## src/rtl/core/tksmh_pkg.sv

```systemverilog
// Shared types and constants for the bounded top-k selector.
// Holds payload structs, heap entry type, datapath op codes and FSM states.
// No dependencies.
package tksmh_pkg;

  localparam int KW = 7;
  localparam logic [KW-1:0] KEEP_RESET = 7'd10;

  localparam logic CMD_OFFER  = 1'b0;
  localparam logic CMD_FINISH = 1'b1;

  typedef struct packed {
    logic        command;
    logic [31:0] cand_distance;
    logic [30:0] cand_index;
    logic        cand_live;
  } in_item_t;

  typedef struct packed {
    logic [30:0] result_index;
    logic [31:0] result_distance;
    logic        result_last;
    logic        result_empty;
  } out_item_t;

  typedef struct packed {
    logic [31:0] distance;
    logic [30:0] idx;
  } entry_t;

  typedef enum logic [3:0] {
    DP_NOP,
    DP_LATCH,
    DP_APPEND,
    DP_UP_RD,
    DP_UP_CMP,
    DP_ROOT_RD,
    DP_ROOT_CMP,
    DP_DN_RD,
    DP_DN_CMP,
    DP_POP_INIT,
    DP_POP_RD,
    DP_POP_WR,
    DP_EM_RD,
    DP_EM_LD,
    DP_EMPTY_LD
  } dp_op_t;

  typedef struct packed {
    logic finish;
    logic live;
    logic cnt_zero;
    logic can_append;
    logic pos_zero;
    logic up_stop;
    logic lt_root;
    logic dn_leaf;
    logic dn_stop;
    logic sz_le1;
    logic em_last;
    logic out_free;
  } dp_stat_t;

  typedef enum logic [3:0] {
    S_IDLE,
    S_DECIDE,
    S_UP_RD,
    S_UP_CMP,
    S_ROOT_RD,
    S_ROOT_CMP,
    S_DN_RD,
    S_DN_CMP,
    S_POP_RD,
    S_POP_WR,
    S_EM_RD,
    S_EM_LD,
    S_EMPTY
  } state_t;

endpackage

```

## src/rtl/core/tksmh_ctrl.sv

```systemverilog
// Controller state machine for the top-k selector.
// Sequences offers, sifts, heapsort and emission; depends on tksmh_pkg.
module tksmh_ctrl (
  input  logic                clk,
  input  logic                rst_n,
  input  logic                in_valid,
  output logic                in_ready,
  input  tksmh_pkg::dp_stat_t stat,
  output tksmh_pkg::dp_op_t   op
);

  tksmh_pkg::state_t state_r, state_nxt;
  logic              sort_r, sort_nxt;

  always_ff @(posedge clk) begin
    if (!rst_n) begin
      state_r <= tksmh_pkg::S_IDLE;
      sort_r  <= 1'b0;
    end else begin
      state_r <= state_nxt;
      sort_r  <= sort_nxt;
    end
  end

  always_comb begin
    state_nxt = state_r;
    sort_nxt  = sort_r;
    op        = tksmh_pkg::DP_NOP;
    in_ready  = 1'b0;
    case (state_r)
      tksmh_pkg::S_IDLE: begin
        in_ready = 1'b1;
        if (in_valid) begin
          op        = tksmh_pkg::DP_LATCH;
          state_nxt = tksmh_pkg::S_DECIDE;
        end
      end
      tksmh_pkg::S_DECIDE: begin
        if (stat.finish) begin
          if (stat.cnt_zero) begin
            state_nxt = tksmh_pkg::S_EMPTY;
          end else begin
            op        = tksmh_pkg::DP_POP_INIT;
            sort_nxt  = 1'b1;
            state_nxt = tksmh_pkg::S_POP_RD;
          end
        end else if (!stat.live) begin
          state_nxt = tksmh_pkg::S_IDLE;
        end else if (stat.can_append) begin
          op        = tksmh_pkg::DP_APPEND;
          state_nxt = tksmh_pkg::S_UP_RD;
        end else begin
          state_nxt = tksmh_pkg::S_ROOT_RD;
        end
      end
      tksmh_pkg::S_UP_RD: begin
        op        = tksmh_pkg::DP_UP_RD;
        state_nxt = stat.pos_zero ? tksmh_pkg::S_IDLE : tksmh_pkg::S_UP_CMP;
      end
      tksmh_pkg::S_UP_CMP: begin
        op        = tksmh_pkg::DP_UP_CMP;
        state_nxt = stat.up_stop ? tksmh_pkg::S_IDLE : tksmh_pkg::S_UP_RD;
      end
      tksmh_pkg::S_ROOT_RD: begin
        op        = tksmh_pkg::DP_ROOT_RD;
        state_nxt = tksmh_pkg::S_ROOT_CMP;
      end
      tksmh_pkg::S_ROOT_CMP: begin
        op        = tksmh_pkg::DP_ROOT_CMP;
        state_nxt = stat.lt_root ? tksmh_pkg::S_DN_RD : tksmh_pkg::S_IDLE;
      end
      tksmh_pkg::S_DN_RD: begin
        op = tksmh_pkg::DP_DN_RD;
        if (!stat.dn_leaf) begin
          state_nxt = tksmh_pkg::S_DN_CMP;
        end else begin
          state_nxt = sort_r ? tksmh_pkg::S_POP_RD : tksmh_pkg::S_IDLE;
        end
      end
      tksmh_pkg::S_DN_CMP: begin
        op = tksmh_pkg::DP_DN_CMP;
        if (!stat.dn_stop) begin
          state_nxt = tksmh_pkg::S_DN_RD;
        end else begin
          state_nxt = sort_r ? tksmh_pkg::S_POP_RD : tksmh_pkg::S_IDLE;
        end
      end
      tksmh_pkg::S_POP_RD: begin
        if (stat.sz_le1) begin
          sort_nxt  = 1'b0;
          state_nxt = tksmh_pkg::S_EM_RD;
        end else begin
          op        = tksmh_pkg::DP_POP_RD;
          state_nxt = tksmh_pkg::S_POP_WR;
        end
      end
      tksmh_pkg::S_POP_WR: begin
        op        = tksmh_pkg::DP_POP_WR;
        state_nxt = tksmh_pkg::S_DN_RD;
      end
      tksmh_pkg::S_EM_RD: begin
        op        = tksmh_pkg::DP_EM_RD;
        state_nxt = tksmh_pkg::S_EM_LD;
      end
      tksmh_pkg::S_EM_LD: begin
        if (stat.out_free) begin
          op        = tksmh_pkg::DP_EM_LD;
          state_nxt = stat.em_last ? tksmh_pkg::S_IDLE : tksmh_pkg::S_EM_RD;
        end
      end
      tksmh_pkg::S_EMPTY: begin
        if (stat.out_free) begin
          op        = tksmh_pkg::DP_EMPTY_LD;
          state_nxt = tksmh_pkg::S_IDLE;
        end
      end
      default: begin
        state_nxt = tksmh_pkg::S_IDLE;
      end
    endcase
  end

endmodule

```

## config.mk

```make
export PLATFORM = sky130hd
export DESIGN_NAME = tksmh_ctrl
export DESIGN_NICKNAME = d
export VERILOG_FILES = /design/src/rtl/core/tksmh_pkg.sv /design/src/rtl/core/tksmh_ctrl.sv
export SDC_FILE = /design/constraint.sdc
export NUM_CORES = 1
export LEC_CHECK = 0
export ABC_AREA = 1
export BUFFER_PORTS_ARGS = -buffer_cell sky130_fd_sc_hd__buf_2
export CELL_PAD_IN_SITES_DETAIL_PLACEMENT = 1
export CELL_PAD_IN_SITES_GLOBAL_PLACEMENT = 1
export CORE_UTILIZATION = 34
export CTS_BUF_LIST = sky130_fd_sc_hd__clkbuf_4
export CTS_CLUSTER_DIAMETER = 50
export CTS_CLUSTER_SIZE = 12
export DETAILED_ROUTE_END_ITERATION = 16
export PLACE_DENSITY = 0.91
export SYNTH_ARGS = -nofsm -noshare
export SYNTH_HDL_FRONTEND = slang
export SYNTH_SLANG_ARGS = --single-unit
```

## constraint.sdc

```tcl
create_clock -name clk -period 1.9 [get_ports clk]
set_input_delay 0.19 -clock clk [delete_from_list [all_inputs] [get_ports clk]]
set_output_delay 0.19 -clock clk [all_outputs]
set_load 0.05 [all_outputs]
```

==> impl_metrics.yaml <==
sta:
  finalHoldViolCount: 0
  drv_slew: 0
  worst_pin_slew_ps: 363
  rsz0062_at_grt: "no"
  fmax_mhz: 543
  period_needed_ps: 1840
  fin_crit_sh_pct: 96.9
  skew_ps: 0.144
  finalSetupViolations: 0
  tns_ps: 0
  relSlewSlack_pct: 75.6
clocking:
  clock_sinks: 5
  cts_max_level: 1
  cts_root_buf: "clkbuf_4"
  clk_pin_slew_worst_paths_ps: 40
  cts_tree: "built"
  worstSkewPairLatency_ps: 240
  cts_buffer_depth: 2
  numCtsBuffers: 3
run_status:
  status: "finished, violations left"
  violations: "design-rule violations"
routing:
  drt_iter0_drc: 18
  ant_nets: 0
  vias: 835
  drt-total-wl_um: 2350
  dr.pass1.iters: 10
  drc: 6
  wl_per_cell_um: 15.1
  via_per_inst: 5.35
global_route:
  antenna_found_initial: 0
  grt_max_degree: 7
  globalRouteTotalUtil_pct: 25.8
  grt_first_pass_wirelength_um: 3690
  grt_pass1_vias: 845
  grt_overflow: 0
synthesis:
  yosysWarningCount: 0
  syn_area_per_cell_sq_um: 5.10
  synthTopCellsByArea: "nand2_1, dfxtp_1, nor2_1"
  synth_cell_types: 17
  syn_inst: 114
  synth_seq_cells: 5
  synth_top_cell_area_share_pct: 20.6
  synth_area_sq_um: 582
  syn_nets: 129
  yosys.area.top_type: "nand2_1"
  yosysSeqAreaShare_pct: 17.2
finish:
  area_growth_pct: 34.8
  multi_input_area_sq_um: 428
  final.fill_count: 235
  regArea_sq_um: 105
  instances_no_fill: 156
  drive_gt1_share_pct: 32.9
  nNetsFinal: 156
  antennaDiodeCount: 0
worst_setup_path:
  path_class: "flop to output pin"
  slowest_stage: "dfxtp_2"
  crit_buf_inv: 2
  path_delay_family: "simple AND/OR/NAND/NOR gates"
  path_cells: "inv_2 > nor2_1 > nand2_1 > nor2_1 > a21oi_1 > nand2_1 > buf_2"
  critPathArrivalTime_ps: 1650
  slowest_delay_ps: 410
  cp_max_fo: 5
  setup.worst_path.end_class: "output pin"
  start_kind: "flop"
  cp.required_ps: 1710
die:
  start_util_pct: 37.3
  boundaryPins: 20
  fp.dieH_um: 43.4
  fp.coreArea_sq_mm: 0.00156
  num_rows: 14
  fp.dieW_um: 43.4
  dieArea_sq_mm: 0.00188
power:
  p_per_area_mw_per_mm2: 1020
  vdd_ir_drop_max_mv: 0.363
  p_leak_nw: 0.442
hold_path:
  hold_path_class: "input pin to flop"
place:
  io_buffers: 19
  dp_cells: 149
  hpwl_um: 1790
  gp_congestion: 0.832
job:
  maxCapViolCount: 0
## metal layers
| metal | global-route usage (%) | vias up | share of wire, % |
|---|---|---|---|
| met5 | 0 | - | 0 |
| met4 | 3.75 | 0 | 0 |
| met3 | 2.50 | 0 | 4.8 |
| met2 | 46.4 | 34 | 51 |
| met1 | 34.0 | 382 | 44 |
| li1 | - | 419 | - |
## final cells by class
cell class,instances,area share [%]
clock buffers,4,3.83
inverters,21,10.0
multi-input cells,88,54.5
flip-flops and latches,5,13.4
well taps,16,2.55
repair buffers,22,15.6
## cells in the mapped netlist
master / instances
nand2_1: 32
inv_2: 6
nand3b_1: 1
nand4_1: 3
o21ai_0: 3
nand3_1: 10
nor3_1: 4
inv_1: 15
nor3_2: 1
o311ai_0: 1
o211ai_1: 1
a41oi_1: 1
dfxtp_1: 5
nor2_1: 20
nor2_2: 4
a21oi_1: 6
nand2_2: 1
## state kept, by name, indices dropped and copies added, names as in the netlist
name and count:
sort_r 1, state_r 4
## cell usage in the layout (no fill, tap or decap), types with 4 or more instances in the layout
cell	Yosys	layout
nand2_1	32	32
nor2_1	20	19
buf_2	0	17
inv_1	15	14
nand3_1	10	10
inv_2	6	7
a21oi_1	6	5
buf_4	0	5
nor3_1	4	4
clkbuf_4	0	4
dfxtp_2	0	4
## worst min-delay path: stages
cell,delay (ps)
buf_2,100
nand2_1,60
nor2_1,40
## worst paths after layout
kind | startpoint | end | slack (ps) | cells after the start
setup / recovery | state_r[0]$_SDFFE_PN0P_ | op[1] | 60 | 7
hold reg to reg | sort_r$_SDFFE_PN0P_ | sort_r$_SDFFE_PN0P_ | 550 | 2
hold / removal | rst_n | sort_r$_SDFFE_PN0P_ | 200 | 3
setup reg to reg | state_r[0]$_SDFFE_PN0P_ | state_r[1]$_SDFFE_PN0P_ | 480 | 8
## power breakdown
group	switching, mW	internal [mW]
clock network	0.0426	0.0936
logic	0.350	0.143
registers	0.0401	0.129
total	0.433	0.366
## cell families (layout without fill, tap and decap cells)
logic type | Yosys count | in the layout | share of synthesized area [%]
buffers and inverters | 21 | 47 | 13.5
AND/OR/NAND/NOR | 76 | 76 | 57.2
AO/OA/AOI/OAI | 12 | 12 | 12.0
flip-flops | 5 | 5 | 17.2
## through the flow
stage | utilization (%) | area [sq um] | hold slack, ps | worst slack [ps] | power (mW)
final | 50.3 | 785 | 196 | 58.6 | 0.799
after global routing | 50.3 | 785 | 203 | 6.21 | 0.838
after CTS | 47.6 | 742 | 197 | 2.46 | 0.747
after detailed placement | 44.7 | 697 | 440 | 153 | 0.592
after global placement | 44.7 | 697 | 439 | 275 | 0.577
after floorplan | - | 582 | 317 | 273 | 0.474
## repair_timing
| action | in CTS | in global routing |
|---|---|---|
| endpoints found under the setup margin | 2 | 4 |
| resized for setup | 4 | 10 |
| pin swaps | 1 | 1 |
| hold buffers | 0 | 0 |
| buffers inserted | 0 | 3 |
Power figures use the tool's default switching activity.
